<file path="src/rtl/core/mmh_pkg.sv">
// shared constants, command and status types for the streaming murmur64 hash
package mmh_pkg;

  // mixing constant and its halves
  localparam logic [63:0] MixMul   = 64'hc6a4a7935bd1e995;
  localparam logic [31:0] MixMulLo = MixMul[31:0];
  localparam logic [31:0] MixMulHi = MixMul[63:32];
  localparam int unsigned MixShift = 47;

  localparam int unsigned LenWidth   = 31;
  localparam int unsigned WordWidth  = 64;
  localparam int unsigned CountWidth = 4;

  // multiplier operand select
  typedef enum logic [2:0] {
    OP_LEN,
    OP_K,
    OP_H_MIX,
    OP_FIN
  } op_sel_e;

  // write-back target after a multiply
  typedef enum logic [2:0] {
    WB_NONE,
    WB_SEED,
    WB_KEY1,
    WB_KEY2,
    WB_H,
    WB_FIN
  } wb_sel_e;

  // controller to datapath
  typedef struct packed {
    logic    load_in;
    logic    mul_issue;
    op_sel_e op_sel;
    wb_sel_e wb_sel;
    logic    load_out;
  } cmd_t;

  // datapath to controller: flags of the item in flight
  typedef struct packed {
    logic first;
    logic last;
    logic full;
    logic part;
  } status_t;

endpackage

</file>
<file path="src/rtl/core/mmh_mul.sv">
// two-stage 64-bit multiply by the mixing constant, low 64 bits of the product
module mmh_mul (
  input  logic                         clk_i,
  input  logic                         issue_i,
  input  logic [mmh_pkg::WordWidth-1:0] operand_i,
  output logic [mmh_pkg::WordWidth-1:0] product_o
);
  import mmh_pkg::*;

  logic [63:0] p0_d, p0_q;
  logic [31:0] p1_d, p1_q;
  logic [31:0] p2_d, p2_q;
  logic [31:0] hi_sum;

  // partial products, 32 x 32 each
  always_comb begin
    p0_d = operand_i[31:0] * MixMulLo;
    p1_d = operand_i[31:0] * MixMulHi;
    p2_d = operand_i[63:32] * MixMulLo;
  end

  // partial product registers, loaded on issue only
  always_ff @(posedge clk_i) begin
    if (issue_i) begin
      p0_q <= p0_d;
      p1_q <= p1_d;
      p2_q <= p2_d;
    end
  end

  // final sum of the partial products
  assign hi_sum    = p1_q + p2_q;
  assign product_o = p0_q + {hi_sum, 32'h0000_0000};

endmodule

</file>
<file path="src/rtl/core/mmh_datapath.sv">
// hash datapath: seed, running hash, key word, shared multiplier and result register
module mmh_datapath (
  input  logic                            clk_i,
  input  logic                            rst_ni,
  input  logic                            cfg_we_i,
  input  logic [mmh_pkg::WordWidth-1:0]   cfg_wdata_i,
  input  logic                            first_word_i,
  input  logic [mmh_pkg::LenWidth-1:0]    total_len_i,
  input  logic [mmh_pkg::WordWidth-1:0]   data_word_i,
  input  logic [mmh_pkg::CountWidth-1:0]  valid_bytes_i,
  input  logic                            last_word_i,
  input  mmh_pkg::cmd_t                   cmd_i,
  output mmh_pkg::status_t                status_o,
  output logic [mmh_pkg::WordWidth-1:0]   hash_value_o
);
  import mmh_pkg::*;

  logic [63:0]         seed_q;
  logic [63:0]         h_q;
  logic [63:0]         k_q;
  logic [LenWidth-1:0] len_q;
  status_t             status_q;
  logic [63:0]         hash_q;

  logic [63:0] masked_word;
  logic        in_full;
  logic        in_part;
  logic [63:0] mul_operand;
  logic [63:0] product;

  // byte masking of a partial word
  always_comb begin
    for (int j = 0; j < 8; j++) begin
      masked_word[j*8 +: 8] = (CountWidth'(j) < valid_bytes_i) ? data_word_i[j*8 +: 8] : 8'h00;
    end
  end

  // eight or more valid bytes take the body mix
  assign in_full = valid_bytes_i[3];
  assign in_part = !in_full && (valid_bytes_i != '0);

  // operand select for the shared multiplier
  always_comb begin
    case (cmd_i.op_sel)
      OP_LEN:   mul_operand = {{(64 - LenWidth){1'b0}}, len_q};
      OP_K:     mul_operand = k_q;
      OP_H_MIX: mul_operand = h_q ^ k_q;
      OP_FIN:   mul_operand = h_q ^ (h_q >> MixShift);
      default:  mul_operand = k_q;
    endcase
  end

  mmh_mul u_mul (
    .clk_i     (clk_i),
    .issue_i   (cmd_i.mul_issue),
    .operand_i (mul_operand),
    .product_o (product)
  );

  // seed register, running hash and item flags
  always_ff @(posedge clk_i or negedge rst_ni) begin
    if (!rst_ni) begin
      seed_q   <= '0;
      h_q      <= '0;
      status_q <= '0;
    end else begin
      if (cfg_we_i) begin
        seed_q <= cfg_wdata_i;
      end
      if (cmd_i.load_in) begin
        status_q.first <= first_word_i;
        status_q.last  <= last_word_i;
        status_q.full  <= in_full;
        status_q.part  <= in_part;
      end
      case (cmd_i.wb_sel)
        WB_SEED: h_q <= seed_q ^ product;
        WB_H:    h_q <= product;
        WB_FIN:  h_q <= product ^ (product >> MixShift);
        default: h_q <= h_q;
      endcase
    end
  end

  // key word, length and result payload
  always_ff @(posedge clk_i) begin
    if (cmd_i.load_in) begin
      len_q <= total_len_i;
      k_q   <= in_full ? data_word_i : masked_word;
    end else begin
      case (cmd_i.wb_sel)
        WB_KEY1: k_q <= product ^ (product >> MixShift);
        WB_KEY2: k_q <= product;
        default: k_q <= k_q;
      endcase
    end
    if (cmd_i.load_out) begin
      hash_q <= h_q;
    end
  end

  assign status_o     = status_q;
  assign hash_value_o = hash_q;

endmodule

</file>
<file path="src/rtl/core/mmh_ctrl.sv">
// controller: sequences seeding, body or tail mix, finaliser and result hand-off
module mmh_ctrl (
  input  logic              clk_i,
  input  logic              rst_ni,
  input  logic              in_valid_i,
  output logic              in_ready_o,
  output logic              out_valid_o,
  input  logic              out_ready_i,
  input  mmh_pkg::status_t  status_i,
  output mmh_pkg::cmd_t     cmd_o
);
  import mmh_pkg::*;

  typedef enum logic [3:0] {
    S_IDLE,
    S_START,
    S_SEED_MUL,
    S_SEED_WB,
    S_KEY_MUL1,
    S_KEY_WB1,
    S_KEY_MUL2,
    S_KEY_WB2,
    S_H_MUL,
    S_H_WB,
    S_FIN_MUL,
    S_FIN_WB,
    S_EMIT
  } state_e;

  state_e state_q, state_d;
  logic   in_ready_q;
  logic   out_valid_q, out_valid_d;
  state_e body_st, tail_st;
  logic   slot_free;

  // routing after seeding and after the word mix
  always_comb begin
    tail_st = status_i.last ? S_FIN_MUL : S_IDLE;
    if (status_i.full) begin
      body_st = S_KEY_MUL1;
    end else if (status_i.part) begin
      body_st = S_H_MUL;
    end else begin
      body_st = tail_st;
    end
  end

  assign slot_free = !out_valid_q || out_ready_i;

  // next state and commands
  always_comb begin
    state_d       = state_q;
    cmd_o         = '0;
    cmd_o.op_sel  = OP_K;
    cmd_o.wb_sel  = WB_NONE;
    case (state_q)
      S_IDLE: begin
        if (in_valid_i && in_ready_q) begin
          cmd_o.load_in = 1'b1;
          state_d       = S_START;
        end
      end
      S_START:    state_d = status_i.first ? S_SEED_MUL : body_st;
      S_SEED_MUL: begin
        cmd_o.mul_issue = 1'b1;
        cmd_o.op_sel    = OP_LEN;
        state_d         = S_SEED_WB;
      end
      S_SEED_WB: begin
        cmd_o.wb_sel = WB_SEED;
        state_d      = body_st;
      end
      S_KEY_MUL1: begin
        cmd_o.mul_issue = 1'b1;
        cmd_o.op_sel    = OP_K;
        state_d         = S_KEY_WB1;
      end
      S_KEY_WB1: begin
        cmd_o.wb_sel = WB_KEY1;
        state_d      = S_KEY_MUL2;
      end
      S_KEY_MUL2: begin
        cmd_o.mul_issue = 1'b1;
        cmd_o.op_sel    = OP_K;
        state_d         = S_KEY_WB2;
      end
      S_KEY_WB2: begin
        cmd_o.wb_sel = WB_KEY2;
        state_d      = S_H_MUL;
      end
      S_H_MUL: begin
        cmd_o.mul_issue = 1'b1;
        cmd_o.op_sel    = OP_H_MIX;
        state_d         = S_H_WB;
      end
      S_H_WB: begin
        cmd_o.wb_sel = WB_H;
        state_d      = tail_st;
      end
      S_FIN_MUL: begin
        cmd_o.mul_issue = 1'b1;
        cmd_o.op_sel    = OP_FIN;
        state_d         = S_FIN_WB;
      end
      S_FIN_WB: begin
        cmd_o.wb_sel = WB_FIN;
        state_d      = S_EMIT;
      end
      S_EMIT: begin
        if (slot_free) begin
          cmd_o.load_out = 1'b1;
          state_d        = S_IDLE;
        end
      end
      default: state_d = S_IDLE;
    endcase
  end

  // result valid flag
  always_comb begin
    if (cmd_o.load_out) begin
      out_valid_d = 1'b1;
    end else if (out_ready_i) begin
      out_valid_d = 1'b0;
    end else begin
      out_valid_d = out_valid_q;
    end
  end

  // state and registered handshake outputs
  always_ff @(posedge clk_i or negedge rst_ni) begin
    if (!rst_ni) begin
      state_q     <= S_IDLE;
      in_ready_q  <= 1'b1;
      out_valid_q <= 1'b0;
    end else begin
      state_q     <= state_d;
      in_ready_q  <= (state_d == S_IDLE);
      out_valid_q <= out_valid_d;
    end
  end

  assign in_ready_o  = in_ready_q;
  assign out_valid_o = out_valid_q;

endmodule

</file>
<file path="src/rtl/core/murmur64_stream_hash.sv">
// streaming 64-bit murmur hash: one key word per item, hash out on the last word
// items are taken one at a time, paced by the one shared two-stage multiplier: the next
//   item is not taken until the last is through; three multiplies for a full word, one each
//   for a tail word, seeding and the finaliser, plus accept and dispatch, and hand-off on a last word
// the hash of a last word is held back while an earlier result waits to be taken
// reset: asynchronous, active low; seed and running hash clear to zero, no result pending
module murmur64_stream_hash (
  input  logic                            clk_i,
  input  logic                            rst_ni,
  input  logic                            cfg_we_i,
  input  logic [mmh_pkg::WordWidth-1:0]   cfg_wdata_i,
  input  logic                            in_valid_i,
  output logic                            in_ready_o,
  input  logic                            first_word_i,
  input  logic [mmh_pkg::LenWidth-1:0]    total_len_i,
  input  logic [mmh_pkg::WordWidth-1:0]   data_word_i,
  input  logic [mmh_pkg::CountWidth-1:0]  valid_bytes_i,
  input  logic                            last_word_i,
  output logic                            out_valid_o,
  input  logic                            out_ready_i,
  output logic [mmh_pkg::WordWidth-1:0]   hash_value_o
);
  import mmh_pkg::*;

  cmd_t    cmd;
  status_t status;

  mmh_ctrl u_ctrl (
    .clk_i       (clk_i),
    .rst_ni      (rst_ni),
    .in_valid_i  (in_valid_i),
    .in_ready_o  (in_ready_o),
    .out_valid_o (out_valid_o),
    .out_ready_i (out_ready_i),
    .status_i    (status),
    .cmd_o       (cmd)
  );

  mmh_datapath u_datapath (
    .clk_i         (clk_i),
    .rst_ni        (rst_ni),
    .cfg_we_i      (cfg_we_i),
    .cfg_wdata_i   (cfg_wdata_i),
    .first_word_i  (first_word_i),
    .total_len_i   (total_len_i),
    .data_word_i   (data_word_i),
    .valid_bytes_i (valid_bytes_i),
    .last_word_i   (last_word_i),
    .cmd_i         (cmd),
    .status_o      (status),
    .hash_value_o  (hash_value_o)
  );

`ifndef SYNTHESIS
  // a finished hash never overwrites one that has not been taken
  a_no_overwrite: assert property (@(posedge clk_i) disable iff (!rst_ni)
    cmd.load_out |-> (!out_valid_o || out_ready_i))
    else $error("result register overwritten before it was taken");

  // the block is busy in the cycle after taking an item
  a_busy_after_accept: assert property (@(posedge clk_i) disable iff (!rst_ni)
    (in_valid_i && in_ready_o) |=> !in_ready_o)
    else $error("ready stayed high after an item was accepted");

  // the multiplier is never started and no write-back is made while the block waits for an item
  a_no_mul_when_idle: assert property (@(posedge clk_i) disable iff (!rst_ni)
    in_ready_o |-> (!cmd.mul_issue && (cmd.wb_sel == WB_NONE)))
    else $error("datapath active while idle");
`endif

endmodule
</file>
<file path="config.mk">
export PLATFORM = sky130hd
export DESIGN_NAME = murmur64_stream_hash
export DESIGN_NICKNAME = d
export VERILOG_FILES = /design/src/rtl/core/mmh_pkg.sv /design/src/rtl/core/mmh_mul.sv /design/src/rtl/core/mmh_datapath.sv /design/src/rtl/core/mmh_ctrl.sv /design/src/rtl/core/murmur64_stream_hash.sv
export SDC_FILE = /design/constraint.sdc
export NUM_CORES = 2
export LEC_CHECK = 0
export BUFFER_PORTS_ARGS = -buffer_cell sky130_fd_sc_hd__buf_2
export CORE_ASPECT_RATIO = 2
export CORE_UTILIZATION = 40
export DETAILED_ROUTE_END_ITERATION = 8
export PLACE_DENSITY = 0.59
export SLEW_MARGIN = 5
export SYNTH_ARGS = -nofsm -noshare
export SYNTH_HDL_FRONTEND = slang
export SYNTH_HIERARCHICAL = 1
export SYNTH_SLANG_ARGS = --single-unit
</file>
<file path="constraint.sdc">
create_clock -name clk_i -period 23.7 [get_ports clk_i]
set_clock_uncertainty 0.2 [all_clocks]
set_input_delay 1.185 -clock clk_i [delete_from_list [all_inputs] [get_ports clk_i]]
set_output_delay 1.185 -clock clk_i [all_outputs]
set_load 0.01 [all_outputs]
</file>
# == Word-level counts from Yosys, hierarchy flattened ==
# Index checks and enable logic that the tools add are counted.
# totals
rom_bits,0
ramBits,0
word_cells,92
latch_bits,0
register_bits,424
n_memories,0
# op_classes
order_cmp,8
reduce_logical,13
n_bitwise,4
shifts,0
mul,3
n_addsub,2
mux,28
n_div,0
eq_ne,19
# ops
op,count
64-bit case mux with 3 select lines,2
64-bit two-way mux,2
64-bit case mux with 2 select lines,1
64-bit by 17-bit bitwise XOR with 64-bit output,2
64-bit bitwise XOR,2
63-bit by 64-bit adder with 64-bit output,1
"32-bit by 31-bit multiplier with 32-bit output, second input constant",2
8-bit two-way mux,8
"32-bit by 31-bit multiplier with 63-bit output, second input constant",1
4-bit case mux with 13 select lines,1
32-bit adder,1
4-bit two-way mux,6
"4-bit equality test, second input constant",5
"4-bit by 3-bit equality test with 1-bit output, second input constant",4
"3-bit by 4-bit < comparator with 1-bit output, first input constant",4
4-bit case mux with 4 select lines,1
3-bit case mux with 5 select lines,1
"3-bit by 2-bit equality test with 1-bit output, second input constant",4
"4-bit by 2-bit equality test with 1-bit output, second input constant",2
4-bit zero test,2
"1-bit by 4-bit < comparator with 1-bit output, first input constant",2
"2-bit by 4-bit < comparator with 1-bit output, first input constant",2
"3-bit equality test, second input constant",2
1-bit two-way mux,6
10 further kinds,13

# == Logic depth before layout (Yosys ltp) ==
# logic_depth
depth_word,6
mapped_depth,36
ltp_nobuf,32

# == Hierarchy ==
# Netlist, hierarchy kept.
# by_module_without_submodules
module,area_per_inst_um2,seq_area_each_um2,n_inst,cells_per_inst
mmh_mul,42251.8,3783.6,1,4141
mmh_datapath,15398.5,8077.7,1,1505
mmh_ctrl,493.0,151.4,1,59

# == Least setup slack after synthesis ==
# OpenSTA, ideal clock, no wires.
# synth_timing
path_type,reg2reg
startpoint,reg u_ctrl.state_q[3]
endpoint,"reg u_datapath.u_mul.p0_q[59], data pin"
arrival_time_ns,9.195
n_path_buf,4
t_required_ns,23.220
setup_slack_ns,14.025
stages_incl_launch_ff,33
cell_sequence,dfrtp_1 > buf_2 > xnor2_1 > or3_1 > buf_2 > nand2b_1 > buf_2 > clkbuf_1 > o22ai_1 > o22ai_1 > nor3_1 > fa_1 > fa_1 > inv_1 > fa_1 > inv_1 > fa_1 > fa_1 > fa_1 > fa_1 > inv_1 > fa_1 > inv_1 > ha_1 > a21oi_1 > o21ai_0 > a2111o_1 > a22oi_2 > a2111oi_4 > or3_4 > nand3_4 > and4b_1 > a311oi_2
# synth_rtl
element,line_no,rtl
from (decl),mmh_ctrl.sv:30,"state_e state_q, state_d;"
from (signal assigned),mmh_ctrl.sv:137,state_q <= state_d;
to (signal assigned),mmh_mul.sv:25,p0_q <= p0_d;
to (decl),mmh_mul.sv:10,"logic [63:0] p0_d, p0_q;"

==> results.md <==
* Mapped cell area at 58100 um2
* Final Hold Viols at 0
* Clk Latency, worst-skew pair at 650 ps
* Synth unique cells at 114
* Vias in the first global route at 46900
* Outcome: finished, final reports clean
* Layout Nets at 7705
* Initial antenna violation count at 10
* Final wirelength at 218000 um
* Die Height at 541 um
* Slew HR at 13.4%
* Layout cell share with drive strength beyond 1 at 9.81%
* Synth Area per Inst at 10.2 um2
* Routability Congestion at 1.05
* Post-Syn Nets at 7512
* Wire per inst at 27.8 um
* Slew Viols, Final at 0
* Post-cts resize count at 0
* Post-CTS Setup Inserts at 0
* Critical path type: reg -> reg
* Starting density of the core at 40.3%
* Non-filler cells, final at 7822
* Most frequent cells in the layout: 1325 x inv_1, 873 x ha_1, 764 x fa_1, 333 x nand2_1, 285 x edfxtp_1
* Largest net degree at the start of global routing at 151
* First-pass GRT wire length at 314000 um
* Post-layout min period at 11650 ps
* CTS tree: done
* Hold/Removal Path Class: reg -> reg
* Most frequent cell on the critical path: fa_1
* RSZ-0062 raised after global routing: no
* Fmax at 85.8 MHz
* IO buf count at 235
* Die area at 147000 um2
* Crit-path max cell delay at 850 ps
* Final ANT Viol Nets at 0
* Compound-cell area share of the yosys netlist at 10.0%
* Setup TNS at 0 ps
* Largest fanout on the critical path at 150
* Critical Path RT at 23860 ps
* Worst path arrival time at 11820 ps
* Post-DP HPWL at 183000 um
* Least-Margin Pin Slew at 1280 ps
* CTS H-tree depth at 2
* MaxCap Viol Count at 0
* Via/cell ratio at 5.45
* # DRC at 0
* Ys Warns at 6
* EDFF count, synth at 285
* CP endpoint kind: flop
* Sequential area share after synthesis at 20.7%
* CTS Buffer Depth at 3
* Mux cell area share after synthesis at 2.50%
* Synth Area in XOR/XNOR at 4.14%
* Post-synth ARST share at 32.6%
* Synth Register Bits at 423
* Synth Flop Type: edfxtp_1
* Post-Synth Adder-Cell Area at 45.1%
* Post-synthesis cell count at 5705
* Final period util at 49.2%
* # setup viols final at 0
* Core ar. at 144000 um2
* TritonRoute pass-1 iters at 5
* 1st-iter DRT viols at 2282
* CTS Hold Buffers Added at 0
* Chip width at 272 um
* IO Count at 236
* Commonest non-fill, non-tap cell in the layout: inv_1
* Number of clock buffers inserted by TritonCTS at 41
* Placed cell count at 7745
* CP max stage cell: a311oi_1
* Startpoint types: flop
* Worst-path clk slew at 70 ps
* Largest family of logic cells by synthesized area: adder cells
* CTS Sinks at 423
* Vias at 42600
* Std cell rows at 197
* Root Buffer: clkbuf_16
* Area Overhead vs Synth at 8.41%
* Total gr overflow at 0
* GRT Overall Usage at 30.1%
* Post-Synth Simple-Gate Area at 7.62%
final cells by class:
class	count	area, um2
antenna	2	5.00
clock buffer	50	1100
clock inverter	25	325
fill	13900	81200
inverter	1326	4980
multi-input combinational	3798	40500
sequential	423	12000
tap	1890	2360
timing repair buffer	308	1750
path summary, 6_finish.rpt:
| path | start | endpoint | slack (ps) | depth (start not counted) |
|---|---|---|---|---|
| max in group asynchronous | rst_ni | u_datapath/seed_q[34]$_DFFE_PN0P_ | 21480 | 2 |
| hold reg to reg | u_datapath/h_q[18]$_DFFE_PN0P_ | u_datapath/hash_value_o[18]$_DFFE_PP_ | 300 | 0 |
| hold / removal | u_datapath/h_q[18]$_DFFE_PN0P_ | u_datapath/hash_value_o[18]$_DFFE_PP_ | 300 | 0 |
| setup / recovery | u_ctrl/state_q[3]$_DFF_PN0_ | u_datapath/u_mul/p0_q[42]$_DFFE_PP_ | 12050 | 29 |
| setup reg to reg | u_ctrl/state_q[3]$_DFF_PN0_ | u_datapath/u_mul/p0_q[42]$_DFFE_PP_ | 12050 | 29 |
| min in group asynchronous | rst_ni | u_datapath/seed_q[22]$_DFFE_PN0P_ | 420 | 1 |
worst max-delay path: cells and delay by family, from the launching register on:
| family | cells | cell delay, ps |
|---|---|---|
| AOI/OAI and AO/OA | 7 | 2600 |
| adders and majority gates | 9 | 4520 |
| buffers and inverters | 7 | 1410 |
| DFF | 1 | 650 |
| and+or+nand+nor | 5 | 1750 |
| xor gates and xnor gates | 1 | 80 |
cells by family after synthesis:
family / after synthesis
other: 1
XOR/XNOR: 275
flip-flops: 423
multiplexers: 131
AO/OA/AOI/OAI: 859
AND/OR/NAND/NOR: 895
buffers and inverters: 1484
adder cells (fa/ha/maj): 1637
synthesized netlist by cell type (all sizes together), types with 28 or more instances:
master,count,area share [%]
a211oi,44,0.59
a21o,84,1.1
a21oi,163,1.4
a311oi,37,0.58
and3,28,0.32
buf,104,1.1
clkbuf,54,0.35
dfrtp,137,5.9
edfxtp,285,15
fa,764,26
ha,873,19
inv,1326,8.6
mux2,113,2.2
nand2,334,2.2
nand2b,57,0.61
nand3,62,0.56
nor2,144,0.95
nor2b,36,0.39
nor3,88,0.77
o21a,34,0.44
o21ai,224,1.9
o21bai,28,0.37
o22ai,38,0.41
xnor2,208,3.1
xor2,67,1.0
flip-flops by register name (all words and copies together), names as in the netlist, 4 cells and up:
register                 cells
u_datapath/status_o          4
u_datapath/u_mul/p0_q       62
u_datapath/k_q              64
u_datapath/len_q            31
u_datapath/h_q              64
u_datapath/seed_q           64
u_ctrl/state_q               4
u_datapath/u_mul/p2_q       32
u_datapath/u_mul/p1_q       32
u_datapath/hash_value_o     64
per-layer routing:
layer	track usage [%]	part of all wire [%]	vias to the layer above
met1	27.0	31	21500
met5	0	0.010	-
met3	3.50	3.7	675
met2	56.4	53	1298
met4	30.2	12	4
li1	-	-	19100
stage by stage:
stage	hold slack [ps]	util (%)	worst slack (ps)	area, um2
global route	322	43.7	11800	63000
CTS	307	43.7	12640	63000
floorplan	269	-	14020	58100
global placement	289	42.7	12750	61600
detailed placement	293	42.7	12730	61600
finish	301	43.7	12050	63000
Power is left out: the tool's default activity adds up to more than one toggle a clock period on the data nets, which glitch-free logic cannot reach.
